## src/hdl/dfb_pkg.sv

```systemverilog
// Shared types, constants and the exp table builder for the depth fog blend block.
package dfb_pkg;

    localparam int DEPTH_W  = 24;
    localparam int DENS_W   = 16;
    localparam int COLOR_W  = 8;
    localparam int NUM_CH   = 3;
    localparam int CFG_DW   = 32;
    localparam int PADDR_W  = 5;

    // fog factor, Q1.16: one integer bit so that 1.0 fits
    localparam int               F_W   = 17;
    localparam logic [F_W-1:0]   F_ONE = 17'h1_0000;

    localparam int PROD_W = DEPTH_W + DENS_W;
    localparam int T_FRAC = 24;
    localparam int T_W    = 29;
    localparam logic [T_W-1:0] T_MAX = 29'h1000_0000;
    localparam int U_W    = 27;
    localparam logic [U_W-1:0] U_MAX = 27'h400_0000;
    localparam int SQ_W   = 2 * U_W - 1;
    localparam int TSQ_W  = SQ_W - T_FRAC;

    localparam int EXP_ENTRIES  = 256;
    localparam int EXP_K_W      = $clog2(EXP_ENTRIES + 1);
    localparam int POS_W        = T_W + EXP_K_W;
    localparam int POS_K_LSB    = 28;
    localparam int KR_W         = POS_W - POS_K_LSB;
    localparam int FRAC_W       = 16;
    localparam int FRAC_LSB     = 12;
    localparam int IP_W         = F_W + FRAC_W;
    localparam int ROUND_HALF   = 32768;
    localparam int TAYLOR_TERMS = 12;
    localparam int SQUARINGS    = 5;

    localparam int DIV_BITS     = 2;
    localparam int DIV_STAGES   = FRAC_W / DIV_BITS;
    localparam int EXP_CORE     = 5;
    localparam int EXP_PAD      = DIV_STAGES - EXP_CORE;
    localparam int BLEND_STAGES = 3;
    localparam int PIPE_STAGES  = 1 + DIV_STAGES + BLEND_STAGES;

    localparam int BL_W = F_W + COLOR_W;

    localparam logic [COLOR_W-1:0] ALPHA_OPAQUE = 8'hFF;
    localparam logic [DEPTH_W-1:0] RST_FOG_END  = 24'd4096;
    localparam logic [DENS_W-1:0]  RST_DENSITY  = 16'd4096;

    typedef enum logic [1:0] {
        MODE_LINEAR = 2'd0,
        MODE_EXP    = 2'd1,
        MODE_EXP2   = 2'd2,
        MODE_NONE   = 2'd3
    } t_fog_mode;

    typedef enum logic [2:0] {
        REG_MODE    = 3'd0,
        REG_START   = 3'd1,
        REG_END     = 3'd2,
        REG_DENSITY = 3'd3,
        REG_RED     = 3'd4,
        REG_GREEN   = 3'd5,
        REG_BLUE    = 3'd6
    } t_reg_idx;

    typedef enum logic [1:0] {
        LIN_ZERO = 2'd0,
        LIN_ONE  = 2'd1,
        LIN_DIV  = 2'd2
    } t_lin_cls;

    typedef struct packed {
        t_fog_mode          factor_mode;
        logic [DEPTH_W-1:0] start_depth;
        logic [DEPTH_W-1:0] fog_end;
        logic [DENS_W-1:0]  density;
        logic [COLOR_W-1:0] fog_red;
        logic [COLOR_W-1:0] fog_green;
        logic [COLOR_W-1:0] fog_blue;
    } t_cfg;

    typedef struct packed {
        t_lin_cls          cls;
        logic [FRAC_W-1:0] quot;
    } t_lin_res;

    typedef struct packed {
        logic [COLOR_W-1:0] red;
        logic [COLOR_W-1:0] green;
        logic [COLOR_W-1:0] blue;
    } t_rgb;

    typedef struct packed {
        logic [DEPTH_W-1:0] depth;
        logic [COLOR_W-1:0] in_red;
        logic [COLOR_W-1:0] in_green;
        logic [COLOR_W-1:0] in_blue;
    } t_in_item;

    typedef struct packed {
        logic [COLOR_W-1:0] out_red;
        logic [COLOR_W-1:0] out_green;
        logic [COLOR_W-1:0] out_blue;
        logic [COLOR_W-1:0] out_alpha;
    } t_out_item;

    // exp(-16*idx/N) in Q1.16: Taylor series of exp(-idx/(2N)) in Q0.31,
    // squared five times, then rounded to 16 fraction bits
    function automatic logic [F_W-1:0] f_exp_entry(input int unsigned idx);
        logic [63:0] v_s;
        logic [63:0] v_sum;
        logic [63:0] v_term;
        logic [63:0] v_prod;
        v_s    = (64'(idx) << 30) / EXP_ENTRIES;
        v_sum  = 64'h8000_0000;
        v_term = 64'h8000_0000;
        for (int n = 1; n <= TAYLOR_TERMS; n++) begin
            v_prod = (v_term * v_s) >> 31;
            case (n)
                2:       v_term = v_prod / 2;
                3:       v_term = v_prod / 3;
                4:       v_term = v_prod / 4;
                5:       v_term = v_prod / 5;
                6:       v_term = v_prod / 6;
                7:       v_term = v_prod / 7;
                8:       v_term = v_prod / 8;
                9:       v_term = v_prod / 9;
                10:      v_term = v_prod / 10;
                11:      v_term = v_prod / 11;
                12:      v_term = v_prod / 12;
                default: v_term = v_prod;
            endcase
            if (n[0]) begin
                v_sum = v_sum - v_term;
            end else begin
                v_sum = v_sum + v_term;
            end
        end
        for (int q = 0; q < SQUARINGS; q++) begin
            v_sum = (v_sum * v_sum + 64'h4000_0000) >> 31;
        end
        return F_W'((v_sum + 64'd16384) >> 15);
    endfunction

endpackage

```

## src/hdl/dfb_div.sv

```systemverilog
// Pipelined restoring divider for the linear fog factor, two quotient bits per stage.
module dfb_div
    import dfb_pkg::*;
(
    input  logic               i_clk,
    input  logic               i_adv,
    input  logic [DEPTH_W-1:0] i_rem,
    input  logic [DEPTH_W-1:0] i_den,
    input  t_lin_cls           i_cls,
    output t_lin_res           o_res
);

    logic [DEPTH_W-1:0] r_rem [DIV_STAGES];
    logic [DEPTH_W-1:0] r_den [DIV_STAGES];
    logic [FRAC_W-1:0]  r_q   [DIV_STAGES];
    t_lin_cls           r_cls [DIV_STAGES];
    logic [DEPTH_W-1:0] n_rem [DIV_STAGES];
    logic [FRAC_W-1:0]  n_q   [DIV_STAGES];

    // remainder stays below the divisor, so doubling it fits one extra bit
    always_comb begin
        logic [DEPTH_W-1:0] v_rem;
        logic [DEPTH_W-1:0] v_den;
        logic [FRAC_W-1:0]  v_q;
        logic [DEPTH_W:0]   v_try;
        for (int s = 0; s < DIV_STAGES; s++) begin
            if (s == 0) begin
                v_rem = i_rem;
                v_den = i_den;
                v_q   = '0;
            end else begin
                v_rem = r_rem[s-1];
                v_den = r_den[s-1];
                v_q   = r_q[s-1];
            end
            for (int b = 0; b < DIV_BITS; b++) begin
                v_try = {v_rem, 1'b0};
                if (v_try >= {1'b0, v_den}) begin
                    v_try = v_try - {1'b0, v_den};
                    v_q   = {v_q[FRAC_W-2:0], 1'b1};
                end else begin
                    v_q   = {v_q[FRAC_W-2:0], 1'b0};
                end
                v_rem = v_try[DEPTH_W-1:0];
            end
            n_rem[s] = v_rem;
            n_q[s]   = v_q;
        end
    end

    always_ff @(posedge i_clk) begin
        if (i_adv) begin
            r_den[0] <= i_den;
            r_cls[0] <= i_cls;
            for (int s = 1; s < DIV_STAGES; s++) begin
                r_den[s] <= r_den[s-1];
                r_cls[s] <= r_cls[s-1];
            end
            for (int s = 0; s < DIV_STAGES; s++) begin
                r_rem[s] <= n_rem[s];
                r_q[s]   <= n_q[s];
            end
        end
    end

    assign o_res.cls  = r_cls[DIV_STAGES-1];
    assign o_res.quot = r_q[DIV_STAGES-1];

endmodule

```

## config.mk

```make
export PLATFORM = sky130hd
export DESIGN_NAME = dfb_div
export DESIGN_NICKNAME = d
export VERILOG_FILES = /design/src/hdl/dfb_pkg.sv /design/src/hdl/dfb_div.sv
export SDC_FILE = /design/constraint.sdc
export NUM_CORES = 1
export LEC_CHECK = 0
export ABC_AREA = 1
export BUFFER_PORTS_ARGS = -buffer_cell sky130_fd_sc_hd__clkbuf_2
export CORE_MARGIN = 10
export CORE_UTILIZATION = 42
export DETAILED_ROUTE_END_ITERATION = 8
export GPL_TIMING_DRIVEN = 1
export PLACE_DENSITY_LB_ADDON = 0.2
export SYNTH_ARGS = -nofsm -noshare
export SYNTH_HDL_FRONTEND = slang
export SYNTH_SLANG_ARGS = --single-unit
```

## constraint.sdc

```tcl
create_clock -name i_clk -period 10 [get_ports i_clk]
set_input_delay 2 -clock i_clk [delete_from_list [all_inputs] [get_ports i_clk]]
set_output_delay 2 -clock i_clk [all_outputs]
set_load 0.02 [all_outputs]
```

==> results.md <==
* Ys Warns at 0
* Htree depth at 2
* Initial antenna violation count at 3
* CTS tree: done
* R2R Path Start: r_den[0][7]
* Mapped cell area at between 40000 and 50000 um2
* Hold Path Origin: r_q[0][32]
* Die W at between 300 and 400 um
* # Post-CTS Setup Buffers at 0
* Primary FF master, synth: edfxtp_1
* Detail Route Antenna Nets at 0
* Global-route wire length before repair at about 210000 um
* Fin. max-slew vios at 0
* Slew HR at ~23%
* Post-route non-filler standard cell count at approximately 7700
* Setup_tns at 0 ns
* Die area at about 110000 um2
* Core Rows at 116
* Resized cells post-CTS at 0
* DP Worst Slack at between 3 and 4 ns
* Via density at roughly 5.2
* Placed instance count at 7573
* Hold Crit Class: flop to flop
* Drt wl/cell at between 15 and 20 um
* Clock skew at approximately 0.035 ns
* CP Data Required Time at 10.37 ns
* Leading cell types in the layout, fill and taps excluded: nand2_1 (2252), inv_1 (1013), nand3_1 (444), edfxtp_1 (424), nor2_1 (404)
* Crit-path slowest cell: nand4_2
* Sequential cell area fraction in the yosys report at 30.0%
* Leading cell type in the layout, fill and taps excluded: nand2_1
* Clock Latency Late Sink at about 0.62 ns
* FF/Latch Area at approximately 13000 um2
* Post-CTS Hold Buffers at 0
* GP Congestion at 0.988
* Max-cap violation count at 0
* Met2 wire length at 65900 um
* Drc violations at 0
* Iteration count of the initial detailed-routing pass at 5
* Post-synth EDFFs at ~420
* Cts bufs inserted at 50
* Hold violation total from the final report at 0
* #FFs+latches synth at 424
* # fillers at 10500
* Minimum clock period at 6.44 ns
* Vias in the first global route at around 38000
* Vias at ~40000
* Gr ovfl total at 0
* Clk sinks at 424
* Wl on met1 at between 60000 and 70000 um
* Max layer used: met4
* Top cell by count, worst path: nand2_1
* Area Growth Syn to Fin at 7.30%
* Unrepaired setup endpoints after global routing: no
* Endpoint type of the worst setup path: flop
* Crit-path max FO at 27
* WS Path Type: input pin to flop
* Antenna Cells at 0
* Multi-input gate area at about 25000 um2
* Initial DRC Count at 3068
* Final period util at between 60 and 70%
* Endpoints failing setup at 0
* Largest net degree at the start of global routing at approximately 190
* Cells after Synth at between 6000 and 7000
* Average size of a mapped cell at roughly 6.8 um2
* Status: completed
* Async SR Flop Fraction at 0%
* Mapped Nets at 6718
* Die Ht at 338 um
* Starting Density at a little over two fifths
* Post-DP HPWL at roughly 120000 um
* Final net count at approximately 6800
* Critical Path AT at just under 7 ns
* WL met3 at 6730 um
* CTS clk-pin slew, worst paths at approximately 0.080 ns
* Max Root-Sink Buffers at 3
* Startpoint types: input pin
* Final core occ at 45.5%
* Share of cells above drive strength 1 at 5.78%
* Port Buf Inserts at 69
* Critical path launch point: i_den[21]
* Cell variety after synth at between 50 and 60
* Final worst slack at around 3.6 ns
* Critical path's largest stage delay at 0.66 ns
* Clock root buffer: clkbuf_16
* Crit-path cells: clkbuf_2 -> inv_1 -> ha_1 -> nand2_1 -> nor3b_1 -> nand4_2 -> nand3_4 -> nand2_1 -> nand2_1 -> ha_1 -> a21oi_1 -> o21ai_0 -> nand2_1 -> nand2_1 -> nand2_1 -> nand3_1 -> nand2_2 -> nand3_4 -> nand2_1 -> nand2_1
* GRT Total Usage at around a quarter
* WL final at ~140000 um
* I/O pin total at 70
* Std-Cell Core Area at 100000 um2
* F_max at 0.155 GHz
* Slew @ Worst Pin at ~1.2 ns
## cell type report
type                    count  area share (%)
clock buffers              52            2.76
well taps                1298            3.57
flip-flops and latches    424            28.0
inverters                1045            8.64
multi-input cells        4729            55.3
clock inverters            39           0.816
repair buffers             77           0.940
## synth_stat cells (all sizes together) (3+ instances only)
library cell | number | share of area, %
a21boi | 7 | 0.12
a21o | 26 | 0.46
a21oi | 311 | 3.8
a22oi | 3 | 0.053
a31oi | 8 | 0.12
a41oi | 3 | 0.062
and2 | 13 | 0.20
buf | 72 | 1.3
clkbuf | 12 | 0.11
clkinv | 7 | 0.077
edfxtp | 424 | 30
fa | 8 | 0.38
ha | 376 | 11
inv | 1038 | 9.2
nand2 | 2296 | 21
nand3 | 478 | 6.2
nand3b | 38 | 0.70
nand4 | 186 | 2.8
nor2 | 441 | 4.3
nor3 | 48 | 0.64
nor4 | 16 | 0.24
o211ai | 5 | 0.088
o21a | 4 | 0.071
o21ai | 189 | 2.2
o21bai | 29 | 0.51
or2 | 55 | 0.81
xnor2 | 84 | 1.7
xor2 | 99 | 2.0
## worst max-delay path, delay by kind of cell
kind	cells	cell delay, ns
AOI/OAI and AO/OA	2	0.49
adders and majority gates	2	0.71
buffers and inverters	2	0.18
and+or+nand+nor	14	3.39
## kinds of logic after synthesis
kind of cell / Yosys count / share of synthesized area [%]
flops: 424 / 30.0
buf+inv: 1129 / 10.7
compound gates: 588 / 7.56
fa+ha+maj: 384 / 11.5
simple gates: 3574 / 36.5
xor+xnor: 183 / 3.78
## state kept, by name, indices dropped and copies added, names as in the netlist
| register | count |
|---|---|
| r_cls | 16 |
| r_q | 72 |
| r_rem | 168 |
| r_den | 168 |
## through the flow
stage,cell area (um2),hold WS [ns]
2_1_floorplan,42400,0.400
3_3_place_gp,43900,0.401
3_5_place_dp,43900,0.405
4_1_cts,45500,0.395
5_1_grt,45500,0.412
6_report,45500,0.398
## metal layers
| layer | track usage, % | vias up |
|---|---|---|
| met2 | 41.1 | 1077 |
| met3 | 2.16 | 275 |
| met4 | 11.0 | 0 |
| met1 | 30.5 | 18200 |
| met5 | 0 | - |
| li1 | - | 20400 |
## worst paths after layout
kind / endpoint / slack, ns / cells after the start
max: r_rem[0][17] / 3.56 / 20
min: r_q[0][50] / 0.40 / 0
max reg2reg: r_rem[1][12] / 3.80 / 22
min reg2reg: r_q[0][50] / 0.40 / 0
Power is left out: the tool's default activity adds up to more than one toggle a clock period on the data nets, which glitch-free logic cannot reach.
