===== config.mk =====
export PLATFORM = sky130hd
export DESIGN_NAME = dfb_cfg
export DESIGN_NICKNAME = d
export VERILOG_FILES = /design/src/hdl/dfb_pkg.sv /design/src/hdl/dfb_cfg.sv
export SDC_FILE = /design/constraint.sdc
export NUM_CORES = 1
export LEC_CHECK = 0
export BUFFER_PORTS_ARGS = -buffer_cell sky130_fd_sc_hd__clkbuf_2
export CAP_MARGIN = 10
export CELL_PAD_IN_SITES_DETAIL_PLACEMENT = 1
export CELL_PAD_IN_SITES_GLOBAL_PLACEMENT = 1
export CORE_MARGIN = 1.5
export CORE_UTILIZATION = 35
export DETAILED_ROUTE_END_ITERATION = 10
export HOLD_SLACK_MARGIN = 0.15
export PLACE_DENSITY = 0.82
export SLEW_MARGIN = 20
export SYNTH_ARGS = -nofsm -noshare
export SYNTH_HDL_FRONTEND = slang
export SYNTH_SLANG_ARGS = --single-unit

===== constraint.sdc =====
create_clock -name i_clk -period 2 [get_ports i_clk]
set_input_delay 0.4 -clock i_clk [delete_from_list [all_inputs] [get_ports i_clk]]
set_output_delay 0.4 -clock i_clk [all_outputs]
set_load 0.02 [all_outputs]

===== src/hdl/dfb_pkg.sv =====
// Shared types, constants and the exp table builder for the depth fog blend block.
package dfb_pkg;

    localparam int DEPTH_W  = 24;
    localparam int DENS_W   = 16;
    localparam int COLOR_W  = 8;
    localparam int NUM_CH   = 3;
    localparam int CFG_DW   = 32;
    localparam int PADDR_W  = 5;

    // fog factor, Q1.16: one integer bit so that 1.0 fits
    localparam int               F_W   = 17;
    localparam logic [F_W-1:0]   F_ONE = 17'h1_0000;

    localparam int PROD_W = DEPTH_W + DENS_W;
    localparam int T_FRAC = 24;
    localparam int T_W    = 29;
    localparam logic [T_W-1:0] T_MAX = 29'h1000_0000;
    localparam int U_W    = 27;
    localparam logic [U_W-1:0] U_MAX = 27'h400_0000;
    localparam int SQ_W   = 2 * U_W - 1;
    localparam int TSQ_W  = SQ_W - T_FRAC;

    localparam int EXP_ENTRIES  = 256;
    localparam int EXP_K_W      = $clog2(EXP_ENTRIES + 1);
    localparam int POS_W        = T_W + EXP_K_W;
    localparam int POS_K_LSB    = 28;
    localparam int KR_W         = POS_W - POS_K_LSB;
    localparam int FRAC_W       = 16;
    localparam int FRAC_LSB     = 12;
    localparam int IP_W         = F_W + FRAC_W;
    localparam int ROUND_HALF   = 32768;
    localparam int TAYLOR_TERMS = 12;
    localparam int SQUARINGS    = 5;

    localparam int DIV_BITS     = 2;
    localparam int DIV_STAGES   = FRAC_W / DIV_BITS;
    localparam int EXP_CORE     = 5;
    localparam int EXP_PAD      = DIV_STAGES - EXP_CORE;
    localparam int BLEND_STAGES = 3;
    localparam int PIPE_STAGES  = 1 + DIV_STAGES + BLEND_STAGES;

    localparam int BL_W = F_W + COLOR_W;

    localparam logic [COLOR_W-1:0] ALPHA_OPAQUE = 8'hFF;
    localparam logic [DEPTH_W-1:0] RST_FOG_END  = 24'd4096;
    localparam logic [DENS_W-1:0]  RST_DENSITY  = 16'd4096;

    typedef enum logic [1:0] {
        MODE_LINEAR = 2'd0,
        MODE_EXP    = 2'd1,
        MODE_EXP2   = 2'd2,
        MODE_NONE   = 2'd3
    } t_fog_mode;

    typedef enum logic [2:0] {
        REG_MODE    = 3'd0,
        REG_START   = 3'd1,
        REG_END     = 3'd2,
        REG_DENSITY = 3'd3,
        REG_RED     = 3'd4,
        REG_GREEN   = 3'd5,
        REG_BLUE    = 3'd6
    } t_reg_idx;

    typedef enum logic [1:0] {
        LIN_ZERO = 2'd0,
        LIN_ONE  = 2'd1,
        LIN_DIV  = 2'd2
    } t_lin_cls;

    typedef struct packed {
        t_fog_mode          factor_mode;
        logic [DEPTH_W-1:0] start_depth;
        logic [DEPTH_W-1:0] fog_end;
        logic [DENS_W-1:0]  density;
        logic [COLOR_W-1:0] fog_red;
        logic [COLOR_W-1:0] fog_green;
        logic [COLOR_W-1:0] fog_blue;
    } t_cfg;

    typedef struct packed {
        t_lin_cls          cls;
        logic [FRAC_W-1:0] quot;
    } t_lin_res;

    typedef struct packed {
        logic [COLOR_W-1:0] red;
        logic [COLOR_W-1:0] green;
        logic [COLOR_W-1:0] blue;
    } t_rgb;

    typedef struct packed {
        logic [DEPTH_W-1:0] depth;
        logic [COLOR_W-1:0] in_red;
        logic [COLOR_W-1:0] in_green;
        logic [COLOR_W-1:0] in_blue;
    } t_in_item;

    typedef struct packed {
        logic [COLOR_W-1:0] out_red;
        logic [COLOR_W-1:0] out_green;
        logic [COLOR_W-1:0] out_blue;
        logic [COLOR_W-1:0] out_alpha;
    } t_out_item;

    // exp(-16*idx/N) in Q1.16: Taylor series of exp(-idx/(2N)) in Q0.31,
    // squared five times, then rounded to 16 fraction bits
    function automatic logic [F_W-1:0] f_exp_entry(input int unsigned idx);
        logic [63:0] v_s;
        logic [63:0] v_sum;
        logic [63:0] v_term;
        logic [63:0] v_prod;
        v_s    = (64'(idx) << 30) / EXP_ENTRIES;
        v_sum  = 64'h8000_0000;
        v_term = 64'h8000_0000;
        for (int n = 1; n <= TAYLOR_TERMS; n++) begin
            v_prod = (v_term * v_s) >> 31;
            case (n)
                2:       v_term = v_prod / 2;
                3:       v_term = v_prod / 3;
                4:       v_term = v_prod / 4;
                5:       v_term = v_prod / 5;
                6:       v_term = v_prod / 6;
                7:       v_term = v_prod / 7;
                8:       v_term = v_prod / 8;
                9:       v_term = v_prod / 9;
                10:      v_term = v_prod / 10;
                11:      v_term = v_prod / 11;
                12:      v_term = v_prod / 12;
                default: v_term = v_prod;
            endcase
            if (n[0]) begin
                v_sum = v_sum - v_term;
            end else begin
                v_sum = v_sum + v_term;
            end
        end
        for (int q = 0; q < SQUARINGS; q++) begin
            v_sum = (v_sum * v_sum + 64'h4000_0000) >> 31;
        end
        return F_W'((v_sum + 64'd16384) >> 15);
    endfunction

endpackage


===== src/hdl/dfb_cfg.sv =====
// APB register file holding fog mode, linear range, density and fog color.
module dfb_cfg
    import dfb_pkg::*;
(
    input  logic               i_clk,
    input  logic               i_rst_n,
    input  logic               psel,
    input  logic               penable,
    input  logic               pwrite,
    input  logic [PADDR_W-1:0] paddr,
    input  logic [CFG_DW-1:0]  pwdata,
    output logic [CFG_DW-1:0]  prdata,
    output logic               pready,
    output t_cfg               o_cfg
);

    t_cfg     r_cfg;
    t_reg_idx w_idx;
    logic     w_wr;

    assign w_idx  = t_reg_idx'(paddr[PADDR_W-1:2]);
    assign w_wr   = psel & penable & pwrite;
    assign pready = 1'b1;
    assign o_cfg  = r_cfg;

    always_ff @(posedge i_clk) begin
        if (!i_rst_n) begin
            r_cfg.factor_mode <= MODE_LINEAR;
            r_cfg.start_depth <= '0;
            r_cfg.fog_end     <= RST_FOG_END;
            r_cfg.density     <= RST_DENSITY;
            r_cfg.fog_red     <= '0;
            r_cfg.fog_green   <= '0;
            r_cfg.fog_blue    <= '0;
        end else if (w_wr) begin
            case (w_idx)
                REG_MODE:    r_cfg.factor_mode <= t_fog_mode'(pwdata[1:0]);
                REG_START:   r_cfg.start_depth <= pwdata[DEPTH_W-1:0];
                REG_END:     r_cfg.fog_end     <= pwdata[DEPTH_W-1:0];
                REG_DENSITY: r_cfg.density     <= pwdata[DENS_W-1:0];
                REG_RED:     r_cfg.fog_red     <= pwdata[COLOR_W-1:0];
                REG_GREEN:   r_cfg.fog_green   <= pwdata[COLOR_W-1:0];
                REG_BLUE:    r_cfg.fog_blue    <= pwdata[COLOR_W-1:0];
                default:     ;
            endcase
        end
    end

    always_comb begin
        case (w_idx)
            REG_MODE:    prdata = CFG_DW'(r_cfg.factor_mode);
            REG_START:   prdata = CFG_DW'(r_cfg.start_depth);
            REG_END:     prdata = CFG_DW'(r_cfg.fog_end);
            REG_DENSITY: prdata = CFG_DW'(r_cfg.density);
            REG_RED:     prdata = CFG_DW'(r_cfg.fog_red);
            REG_GREEN:   prdata = CFG_DW'(r_cfg.fog_green);
            REG_BLUE:    prdata = CFG_DW'(r_cfg.fog_blue);
            default:     prdata = '0;
        endcase
    end

endmodule


==> flow_metrics.py <==
metrics = {
    "worst_setup_path": {
        "r2r_end": "o_cfg[69]$_SDFFE_PN0P_",
        "cpMostUsedCell": "buf_4",
        "endpoint": "prdata[7]",
        "crit_slowest_cell": "mux2_2",
        "worst_setup_path_start_kind": "input pin",
        "cp_cell_sequence": "buf_4, buf_4, mux2_2, a221oi_2, a21oi_1, clkbuf_2",
        "cp-end-kind": "primary output",
        "crit_fanout": 9,
        "reg2regPathDepth": 2,
        "critPathKind": "input pin to primary output",
        "timing.rr.start": "o_cfg[69]$_SDFFE_PN0P_",
        "critPathRequiredTime_ns": 1.60,
        "slowest_delay_ns": 0.35,
        "cp.arrival_ns": 1.56,
        "startpoint": "paddr[2]",
        "r2r_setup_slack_ns": 1.28,
    },
    "cts": {
        "numCtsBuffers": 9,
        "cts_tree": "built",
        "htreeDepth": 3,
        "clock-sinks": 90,
        "cts.clk_slew.worst_paths_ns": 0.06,
        "cts_hold_buf": 0,
        "clk_latency_ns": 0.33,
        "cts_root_buffer": "clkbuf_16",
        "clk_path_buf_depth": 2,
    },
    "power_and_ir_drop": {
        "seq_power_share_pct": 47.3,
        "p_leak_nw": 2.54,
        "power_density_nw_per_um2": 693,
        "p_int_mw": 2.93,
        "switching_share_pct": 23.7,
        "power.total_mw": 3.84,
        "p_clk_share_pct": 43.2,
        "ir_drop_v": 0.000437,
        "p_switching_mw": 0.908,
        "p_comb_share_pct": 9.5,
    },
    "synth": {
        "synth_warnings": 0,
        "syn_area_sq_um": 4160,
        "syn_inst": 440,
        "syn_avg_cell_area_sq_um": 9.46,
        "ys_seq_elements": 90,
        "ys_types": 32,
        "yosysSeqAreaShare_pct": 43.3,
    },
    "timing": {
        "setup_violations": 0,
        "fmax_ghz": 0.510,
        "skew_ns": 0,
        "hold_viol": 0,
        "fin_crit_sh_pct": 98.1,
        "period_minus_slack_ns": 1.96,
        "slew_violations": 0,
    },
    "die": {
        "die_y_microns": 112,
        "io-pin-count": 165,
        "row_count": 39,
        "initial_core_util_pct": 36.1,
        "dieArea_sq_um": 12600,
        "core_sq_um": 11500,
        "die_x_microns": 112,
    },
    "detailed_routing": {
        "vias": 3859,
        "drtAntennaViolNets": 0,
        "wire_per_inst_microns": 18.8,
        "drt_iter0_markers": 157,
        "viasPerCell": 5.18,
        "drc": 9,
        "drt-total-wl_microns": 14000,
        "drt_pass1_iterations": 7,
    },
    "cells_and_area": {
        "final_common_cell": "clkbuf_2",
        "stdcell_area_sq_um": 5540,
        "multi_input_area_sq_um": 2170,
        "syn_to_final_growth_pct": 33.0,
        "n_antenna_cell": 0,
        "largest_reg_flops": 90,
        "nets": 640,
        "final_cell_mix": "clkbuf_2 (143), nand2_1 (115), mux2i_1 (95), dfxtp_1 (90), buf_4 (32)",
        "n_fill_cell": 1395,
        "drive_gt1_share_pct": 37.5,
        "seq_area_sq_um": 1800,
    },
    "placed_design": {
        "portBuffers": 145,
        "dp_hpwl_microns": 10300,
        "globalplace.congestion": 0.914,
        "placed_area_sq_um": 5200,
    },
    "job": {
        "maxCapViolations": 0,
    },
    "grt": {
        "overflow": 0,
        "grt_pass1_wl_microns": 21700,
        "grt_util_all_layers_pct": 21.9,
        "grt_pass1_vias": 4079,
        "antenna_found_initial": 0,
        "grt_max_degree": 37,
    },
    "run_status": {
        "status": "complete, but fails checks",
        "violations": "design-rule violations",
    },
    "hold_path": {
        "hp-class": "input pin to flip-flop",
    },
}
-- final cells by class --
class	instances	share of cell area [%]
Timing Repair Buffer	182	19.6
Inverter	2	0.136
Clock inverter	3	0.723
Clock buffer	12	4.45
Tap cell	143	3.23
Multi-Input combinational cell	313	39.3
Sequential cell	90	32.5
-- synthesized netlist by cell type, drive strengths merged --
master,number,area share (%)
nand2,115,10
mux2i,95,23
nand4,1,0.30
nand3,1,0.12
o21a,1,0.18
inv,2,0.18
mux2,15,4.1
buf,25,4.7
a21oi,4,0.48
a221o,1,0.24
nand4b,1,0.57
or3,2,0.30
dfxtp,90,43
nor3b,1,0.18
clkbuf,17,1.5
conb,2,0.18
nor2b,7,1.1
nor2,22,2.3
o211ai,1,0.18
a22o,1,0.21
o2bb2ai,1,0.21
a32oi,2,0.42
o21ai,2,0.24
o32a,1,0.24
a221oi,8,1.7
a22oi,18,3.2
a2bb2oi,2,0.42
nand2b,2,0.30
-- routing by layer --
layer	global-route usage, %	up-vias	wire length [microns]
li1	-	1809	-
met2	40.3	102	7340
met5	0	-	0
met1	25.7	1926	5830
met4	9.70	0	352
met3	2.65	22	472
-- worst min path at each step --
stage / start / to / slack (ns) / cells after the start
2_1_floorplan: pwdata[12] / o_cfg[76]$_SDFFE_PN0P_ / 0.54 / 2
3_3_place_gp: o_cfg[39]$_SDFFE_PN0P_ / o_cfg[39]$_SDFFE_PN0P_ / 0.45 / 2
3_5_place_dp: o_cfg[61]$_SDFFE_PN0P_ / o_cfg[61]$_SDFFE_PN0P_ / 0.47 / 2
4_1_cts: pwdata[16] / o_cfg[56]$_SDFFE_PN0P_ / 0.32 / 3
5_1_grt: pwdata[16] / o_cfg[56]$_SDFFE_PN0P_ / 0.33 / 3
6_report: pwdata[16] / o_cfg[80]$_SDFFE_PN0P_ / 0.32 / 3
-- critical path, delay by kind of cell --
family,cells,cell delay (ns)
buffers and inverters,3,0.50
muxes,1,0.35
AOI/OAI and AO/OA,2,0.30
-- what timing repair did --
item / 4_1_cts / 5_1_grt
buffers inserted: 0 / 0
setup endpoints to repair: 6 / 16
gates resized for setup: 3 / 9
-- power groups by stage --
stage,registers [mW],clock network (mW),logic [mW]
2_1_floorplan,1.87,0,0.196
3_3_place_gp,1.86,0,0.339
3_5_place_dp,1.86,0,0.352
4_1_cts,1.82,1.70,0.357
5_1_grt,1.82,1.77,0.390
6_report,1.82,1.66,0.365
-- cells by family (layout without fill, tap and decap cells) --
| family | count (synthesis) | count (layout) | synth area share, % |
|---|---|---|---|
| AND/OR/NAND/NOR | 152 | 152 | 15.5 |
| buffers and inverters | 44 | 199 | 6.37 |
| AO/OA/AOI/OAI | 42 | 42 | 7.76 |
| other | 2 | 9 | 0.180 |
| flip-flops | 90 | 90 | 43.3 |
| multiplexers | 110 | 110 | 26.9 |
-- metrics by stage --
stage | worst slack [ns] | utilization [%] | hold slack, ns | setup TNS (ns) | instances
after detailed placement | -0.172 | 45.1 | 0.471 | -0.650 | 730
after global placement | -0.149 | 45.1 | 0.454 | -0.269 | 730
after floorplan | 0.0962 | - | 0.539 | 0 | 447
after global routing | -0.00480 | 48.1 | 0.334 | -0.00480 | 745
after CTS | 0.00625 | 47.7 | 0.317 | 0 | 745
final | 0.0382 | 48.1 | 0.323 | 0 | 745
Note: power is estimated with default switching activity, not from simulation.
