[src/hdl/dfb_pkg.sv]
// Shared types, constants and the exp table builder for the depth fog blend block.
package dfb_pkg;

    localparam int DEPTH_W  = 24;
    localparam int DENS_W   = 16;
    localparam int COLOR_W  = 8;
    localparam int NUM_CH   = 3;
    localparam int CFG_DW   = 32;
    localparam int PADDR_W  = 5;

    // fog factor, Q1.16: one integer bit so that 1.0 fits
    localparam int               F_W   = 17;
    localparam logic [F_W-1:0]   F_ONE = 17'h1_0000;

    localparam int PROD_W = DEPTH_W + DENS_W;
    localparam int T_FRAC = 24;
    localparam int T_W    = 29;
    localparam logic [T_W-1:0] T_MAX = 29'h1000_0000;
    localparam int U_W    = 27;
    localparam logic [U_W-1:0] U_MAX = 27'h400_0000;
    localparam int SQ_W   = 2 * U_W - 1;
    localparam int TSQ_W  = SQ_W - T_FRAC;

    localparam int EXP_ENTRIES  = 256;
    localparam int EXP_K_W      = $clog2(EXP_ENTRIES + 1);
    localparam int POS_W        = T_W + EXP_K_W;
    localparam int POS_K_LSB    = 28;
    localparam int KR_W         = POS_W - POS_K_LSB;
    localparam int FRAC_W       = 16;
    localparam int FRAC_LSB     = 12;
    localparam int IP_W         = F_W + FRAC_W;
    localparam int ROUND_HALF   = 32768;
    localparam int TAYLOR_TERMS = 12;
    localparam int SQUARINGS    = 5;

    localparam int DIV_BITS     = 2;
    localparam int DIV_STAGES   = FRAC_W / DIV_BITS;
    localparam int EXP_CORE     = 5;
    localparam int EXP_PAD      = DIV_STAGES - EXP_CORE;
    localparam int BLEND_STAGES = 3;
    localparam int PIPE_STAGES  = 1 + DIV_STAGES + BLEND_STAGES;

    localparam int BL_W = F_W + COLOR_W;

    localparam logic [COLOR_W-1:0] ALPHA_OPAQUE = 8'hFF;
    localparam logic [DEPTH_W-1:0] RST_FOG_END  = 24'd4096;
    localparam logic [DENS_W-1:0]  RST_DENSITY  = 16'd4096;

    typedef enum logic [1:0] {
        MODE_LINEAR = 2'd0,
        MODE_EXP    = 2'd1,
        MODE_EXP2   = 2'd2,
        MODE_NONE   = 2'd3
    } t_fog_mode;

    typedef enum logic [2:0] {
        REG_MODE    = 3'd0,
        REG_START   = 3'd1,
        REG_END     = 3'd2,
        REG_DENSITY = 3'd3,
        REG_RED     = 3'd4,
        REG_GREEN   = 3'd5,
        REG_BLUE    = 3'd6
    } t_reg_idx;

    typedef enum logic [1:0] {
        LIN_ZERO = 2'd0,
        LIN_ONE  = 2'd1,
        LIN_DIV  = 2'd2
    } t_lin_cls;

    typedef struct packed {
        t_fog_mode          factor_mode;
        logic [DEPTH_W-1:0] start_depth;
        logic [DEPTH_W-1:0] fog_end;
        logic [DENS_W-1:0]  density;
        logic [COLOR_W-1:0] fog_red;
        logic [COLOR_W-1:0] fog_green;
        logic [COLOR_W-1:0] fog_blue;
    } t_cfg;

    typedef struct packed {
        t_lin_cls          cls;
        logic [FRAC_W-1:0] quot;
    } t_lin_res;

    typedef struct packed {
        logic [COLOR_W-1:0] red;
        logic [COLOR_W-1:0] green;
        logic [COLOR_W-1:0] blue;
    } t_rgb;

    typedef struct packed {
        logic [DEPTH_W-1:0] depth;
        logic [COLOR_W-1:0] in_red;
        logic [COLOR_W-1:0] in_green;
        logic [COLOR_W-1:0] in_blue;
    } t_in_item;

    typedef struct packed {
        logic [COLOR_W-1:0] out_red;
        logic [COLOR_W-1:0] out_green;
        logic [COLOR_W-1:0] out_blue;
        logic [COLOR_W-1:0] out_alpha;
    } t_out_item;

    // exp(-16*idx/N) in Q1.16: Taylor series of exp(-idx/(2N)) in Q0.31,
    // squared five times, then rounded to 16 fraction bits
    function automatic logic [F_W-1:0] f_exp_entry(input int unsigned idx);
        logic [63:0] v_s;
        logic [63:0] v_sum;
        logic [63:0] v_term;
        logic [63:0] v_prod;
        v_s    = (64'(idx) << 30) / EXP_ENTRIES;
        v_sum  = 64'h8000_0000;
        v_term = 64'h8000_0000;
        for (int n = 1; n <= TAYLOR_TERMS; n++) begin
            v_prod = (v_term * v_s) >> 31;
            case (n)
                2:       v_term = v_prod / 2;
                3:       v_term = v_prod / 3;
                4:       v_term = v_prod / 4;
                5:       v_term = v_prod / 5;
                6:       v_term = v_prod / 6;
                7:       v_term = v_prod / 7;
                8:       v_term = v_prod / 8;
                9:       v_term = v_prod / 9;
                10:      v_term = v_prod / 10;
                11:      v_term = v_prod / 11;
                12:      v_term = v_prod / 12;
                default: v_term = v_prod;
            endcase
            if (n[0]) begin
                v_sum = v_sum - v_term;
            end else begin
                v_sum = v_sum + v_term;
            end
        end
        for (int q = 0; q < SQUARINGS; q++) begin
            v_sum = (v_sum * v_sum + 64'h4000_0000) >> 31;
        end
        return F_W'((v_sum + 64'd16384) >> 15);
    endfunction

endpackage

[src/hdl/dfb_blend.sv]
// Factor select and per-channel blend toward the fog color, with the output register.
module dfb_blend
    import dfb_pkg::*;
(
    input  logic           i_clk,
    input  logic           i_adv,
    input  t_lin_res       i_lin,
    input  logic [F_W-1:0] i_f_exp,
    input  t_rgb           i_pix,
    input  t_cfg           i_cfg,
    output t_out_item      o_data
);

    logic [F_W-1:0]     w_f_lin;
    logic [F_W-1:0]     w_f;
    logic [F_W-1:0]     r_f;
    logic [F_W-1:0]     r_g;
    t_rgb               r_pix;
    logic [COLOR_W-1:0] w_p   [NUM_CH];
    logic [COLOR_W-1:0] w_c   [NUM_CH];
    logic [BL_W-1:0]    r_pf  [NUM_CH];
    logic [BL_W-1:0]    r_pc  [NUM_CH];
    logic [BL_W:0]      w_sum [NUM_CH];
    t_out_item          r_out;

    always_comb begin
        case (i_lin.cls)
            LIN_ONE: w_f_lin = F_ONE;
            LIN_DIV: w_f_lin = {1'b0, i_lin.quot};
            default: w_f_lin = '0;
        endcase
        case (i_cfg.factor_mode)
            MODE_LINEAR: w_f = w_f_lin;
            MODE_EXP:    w_f = i_f_exp;
            MODE_EXP2:   w_f = i_f_exp;
            default:     w_f = '0;
        endcase
    end

    assign w_p[0] = r_pix.red;
    assign w_p[1] = r_pix.green;
    assign w_p[2] = r_pix.blue;
    assign w_c[0] = i_cfg.fog_red;
    assign w_c[1] = i_cfg.fog_green;
    assign w_c[2] = i_cfg.fog_blue;

    always_comb begin
        for (int ch = 0; ch < NUM_CH; ch++) begin
            w_sum[ch] = (BL_W+1)'(r_pf[ch]) + (BL_W+1)'(r_pc[ch])
                      + (BL_W+1)'(ROUND_HALF);
        end
    end

    always_ff @(posedge i_clk) begin
        if (i_adv) begin
            r_f   <= w_f;
            r_g   <= F_ONE - w_f;
            r_pix <= i_pix;
            for (int ch = 0; ch < NUM_CH; ch++) begin
                r_pf[ch] <= BL_W'(r_f) * BL_W'(w_p[ch]);
                r_pc[ch] <= BL_W'(r_g) * BL_W'(w_c[ch]);
            end
            r_out.out_red   <= w_sum[0][FRAC_W +: COLOR_W];
            r_out.out_green <= w_sum[1][FRAC_W +: COLOR_W];
            r_out.out_blue  <= w_sum[2][FRAC_W +: COLOR_W];
            r_out.out_alpha <= ALPHA_OPAQUE;
        end
    end

    assign o_data = r_out;

endmodule

[config.mk]
export PLATFORM = sky130hd
export DESIGN_NAME = dfb_blend
export DESIGN_NICKNAME = d
export VERILOG_FILES = /design/src/hdl/dfb_pkg.sv /design/src/hdl/dfb_blend.sv
export SDC_FILE = /design/constraint.sdc
export NUM_CORES = 2
export LEC_CHECK = 0
export ABC_AREA = 1
export BUFFER_PORTS_ARGS = -buffer_cell sky130_fd_sc_hd__buf_2
export CAP_MARGIN = 20
export CORE_ASPECT_RATIO = 0.9
export CORE_UTILIZATION = 45
export CTS_BUF_LIST = sky130_fd_sc_hd__clkbuf_4
export CTS_CLUSTER_SIZE = 24
export DETAILED_ROUTE_END_ITERATION = 6
export PLACE_DENSITY = 0.61
export SLEW_MARGIN = 40
export SYNTH_ARGS = -nofsm -noshare
export SYNTH_HDL_FRONTEND = slang
export SYNTH_SLANG_ARGS = --single-unit
export TNS_END_PERCENT = 20
[constraint.sdc]
create_clock -name i_clk -period 6.4 [get_ports i_clk]
set_input_delay 1.28 -clock i_clk [delete_from_list [all_inputs] [get_ports i_clk]]
set_output_delay 1.28 -clock i_clk [all_outputs]
set_load 0.01 [all_outputs]
==> reports/qor.txt <==
SETUP PATH
--------------------------------------------------------------------------------------
Path type of the worst setup path .......................................   reg -> reg
Crit. Startpoint ........................................................ r_f[11]$_DFFE_PP_
R2r startpoint .......................................................... r_f[11]$_DFFE_PP_
Worst Path Required .....................................................      6.91 ns
Endpoint type of the worst setup path ...................................    flip-flop
Worst endpoint data arrival time ........................................      5.53 ns
Crit Path Max Fanout ....................................................           14
Critical path startpoint category .......................................    flip-flop

CELLS AND AREA
--------------------------------------------------------------------------------------
Area Growth Syn to Fin ..................................................       7.025%
Share of layout cells above drive strength 1 ............................       5.385%
Number of fill cells in the layout ......................................         8880
Final core area utilization .............................................       48.55%
Final Net Count .........................................................         6469

SYNTHESIS
--------------------------------------------------------------------------------------
Largest cells by area after synthesis ................................... sky130_fd_sc_hd__fa_1, sky130_fd_sc_hd__edfxtp_1, sky130_fd_sc_hd__nand2_1
Number of different library cells in the post-synthesis netlist .........           40
Most frequently used cell type in the post-synthesis netlist ............ sky130_fd_sc_hd__nand2_1
Number of enable flip-flop cells after synthesis ........................          225
Synth async-reset ratio .................................................           0%
Number of cells produced by synthesis ...................................         5335
Synth warnings ..........................................................            0
Summed instance area of the synthesized netlist .........................    39750 um2
Mapped Avg Cell Area ....................................................    7.451 um2
Synth area leader ....................................................... sky130_fd_sc_hd__fa_1
Top cells by instance count after synthesis ............................. sky130_fd_sc_hd__nand2_1, sky130_fd_sc_hd__inv_1, sky130_fd_sc_hd__fa_1
Post-synthesis sequential element count .................................          225
Share of Yosys cell area claimed by the top area cell type ..............       26.89%
Share of synthesized area occupied by flip-flops and latches ............       17.00%
Synth Flop Type ......................................................... sky130_fd_sc_hd__edfxtp_1

WORST HOLD PATH
--------------------------------------------------------------------------------------
Worst hold path class ...................................................    in -> reg
HP Start ................................................................     i_pix[8]

STA
--------------------------------------------------------------------------------------
Slew headroom ...........................................................       44.16%
RSZ-0062 raised after global routing ....................................           no
Slew at the pin closest to its max-slew limit ...........................    0.8376 ns
Number of failing hold endpoints at the final stage .....................            0
Worst Clk Skew ..........................................................   0.07968 ns
Final worst-path cycle share ............................................       78.52%
Peak Freq ...............................................................   0.1990 GHz
Setup TNS ...............................................................         0 ns
Min Clock Period, post-route ............................................     5.025 ns
Final Setup Violations ..................................................            0
Max-slew violations .....................................................            0

CTS
--------------------------------------------------------------------------------------
Count of instances resized after the clock tree is built ................            0
Buffers inserted by post-CTS timing repair ..............................            0
Root Buffer Master ...................................................... sky130_fd_sc_hd__clkbuf_4
TritonCTS clock tree ....................................................          yes
Clock Sink Count ........................................................          225
Clk_lat worst skew ......................................................      0.84 ns
Clock buffer count from CTS .............................................           61
H-Tree Level Count ......................................................            2
Deepest clock path buffer count .........................................            3
Clock slew at the register clock pins of the worst setup and hold paths .      0.07 ns
Hold-fix buffers, CTS ...................................................            0

PLACEMENT
--------------------------------------------------------------------------------------
HPWL after detailed placement ...........................................     80.70 mm
Quantity of I/O buffers inserted on ports ...............................          110
Gpl congestion ..........................................................       0.9154

GLOBAL ROUTING
--------------------------------------------------------------------------------------
Pin count of the biggest net entering global routing ....................          104
Leftover overflow at the end of global routing ..........................            0
Global-route layer with the greatest usage ..............................         met2
Met1 Resource Use GR ....................................................       32.50%
Vias in the first global route ..........................................        32730
Met2 Track Usage GR .....................................................       38.45%
First-pass GRT wire length ..............................................     167.5 mm
Gr usage total ..........................................................       23.38%
Global-route met3 utilization ...........................................       3.303%
Antenna violations before repair ........................................            9

DRT
--------------------------------------------------------------------------------------
Average wire per cell in the routed design ..............................     15.19 um
Routed Wire Length ......................................................     100.2 mm
First-pass detailed-route iteration total ...............................            7
Antenna violation net count after detailed routing ......................            0
First-iteration detailed-routing DRC count ..............................         2123
Drc violations ..........................................................           26
Via density per instance ................................................        4.867
Vias after detailed routing .............................................        32120

OUTCOME
--------------------------------------------------------------------------------------
Result of the run ....................................................... finished, violations left
Violations in the final reports ......................................... design-rule violations

FLOORPLAN
--------------------------------------------------------------------------------------
Overall die area ........................................................    89530 um2
Io pins .................................................................          183
Height of the die .......................................................     284.0 um
Core outline area .......................................................    87630 um2
Std-Cell Rows ...........................................................          103
Effective utilization at floorplan ......................................       45.36%
Chip Width ..............................................................     315.3 um

RUN
--------------------------------------------------------------------------------------
# Max-Cap Violations ....................................................            0

-- placed cells by master, fill, tap and decap left out, types with 10 or more instances in the layout --
cell type	Yosys	final
sky130_fd_sc_hd__o211ai_1	11	11
sky130_fd_sc_hd__edfxtp_1	225	225
sky130_fd_sc_hd__ha_1	390	390
sky130_fd_sc_hd__nand4_1	76	76
sky130_fd_sc_hd__inv_1	1504	1504
sky130_fd_sc_hd__nor2_1	180	180
sky130_fd_sc_hd__fa_1	534	534
sky130_fd_sc_hd__a21oi_1	212	212
sky130_fd_sc_hd__nor3_1	23	23
sky130_fd_sc_hd__buf_6	2	14
sky130_fd_sc_hd__nand3_1	144	144
sky130_fd_sc_hd__o21ai_0	107	107
sky130_fd_sc_hd__xnor2_1	30	30
sky130_fd_sc_hd__buf_2	3	109
sky130_fd_sc_hd__o21bai_1	15	15
sky130_fd_sc_hd__clkinv_2	0	10
sky130_fd_sc_hd__nand2_1	1565	1565
sky130_fd_sc_hd__clkbuf_4	0	80
sky130_fd_sc_hd__buf_4	8	39
sky130_fd_sc_hd__xor2_1	75	75
-- metrics by stage --
step / instance area (um2) / worst slack [ns] / hold slack (ns) / cells
2_1_floorplan: 39780 / 1.161 / 0.6444 / 5342
3_3_place_gp: 41380 / 0.9436 / 0.7027 / 6469
3_5_place_dp: 41540 / 0.9028 / 0.7025 / 6483
4_1_cts: 42480 / 1.370 / 0.5107 / 6593
5_1_grt: 42540 / 1.112 / 0.5342 / 6599
6_report: 42540 / 1.375 / 0.6220 / 6600
-- final cells by class --
type	count	area (um2)	area share, %
Clock inverter	30	339.1	0.7970
Sequential cell	225	6756	15.88
Multi-Input combinational cell	3432	26650	62.63
Tap cell	1155	1445	3.397
Inverter	1507	5659	13.30
Antenna cell	4	10.01	0.02353
Clock buffer	80	600.6	1.412
Timing Repair Buffer	167	1089	2.559
-- flip-flops by register name (all words and copies together) (netlist names) --
name    flops
r_pc       72
r_pf       72
r_f        17
r_pix      24
r_g        16
o_data     24
-- logic make-up after synthesis --
logic type               after synthesis  share of synthesized area, %
AO/OA/AOI/OAI                        365                         4.894
XOR/XNOR                             105                         2.313
adder cells (fa/ha/maj)              924                         39.17
buffers and inverters               1685                         16.04
flip-flops                           225                         17.00
other                                  1                      0.009434
AND/OR/NAND/NOR                     2030                         20.58
-- worst paths after layout --
check,depth (start not counted),slack [ns],endpoint
max reg2reg,17,1.38,r_pf[0][68]$_DFFE_PP_
min,1,0.62,r_pix[8]$_DFFE_PP_
min reg2reg,3,0.70,o_data[15]$_DFFE_PP_
max,17,1.38,r_pf[0][68]$_DFFE_PP_
-- worst max-delay path, stage by stage, from the launching register on --
cell and delay (ns):
sky130_fd_sc_hd__edfxtp_1 0.72, sky130_fd_sc_hd__buf_4 0.34, sky130_fd_sc_hd__nand2_1 0.07, sky130_fd_sc_hd__inv_1 0.07, sky130_fd_sc_hd__fa_1 0.52, sky130_fd_sc_hd__inv_1 0.05
sky130_fd_sc_hd__fa_1 0.57, sky130_fd_sc_hd__fa_1 0.44, sky130_fd_sc_hd__fa_1 0.50, sky130_fd_sc_hd__inv_1 0.05, sky130_fd_sc_hd__ha_1 0.36, sky130_fd_sc_hd__a21oi_1 0.22
sky130_fd_sc_hd__a21boi_0 0.40, sky130_fd_sc_hd__nor2_1 0.08, sky130_fd_sc_hd__nor2_1 0.13, sky130_fd_sc_hd__nand2_1 0.07, sky130_fd_sc_hd__nand2_1 0.05, sky130_fd_sc_hd__nand2_1 0.08
-- layer usage --
layer	vias up	part of all wire [%]
met3	122	5.9
met1	15270	46
li1	15900	-
met5	-	0.026
met4	4	2.0
met2	818	46
Power is not shown: default switching activity piles up to over one toggle a cycle in this logic, so the estimate is an artifact.
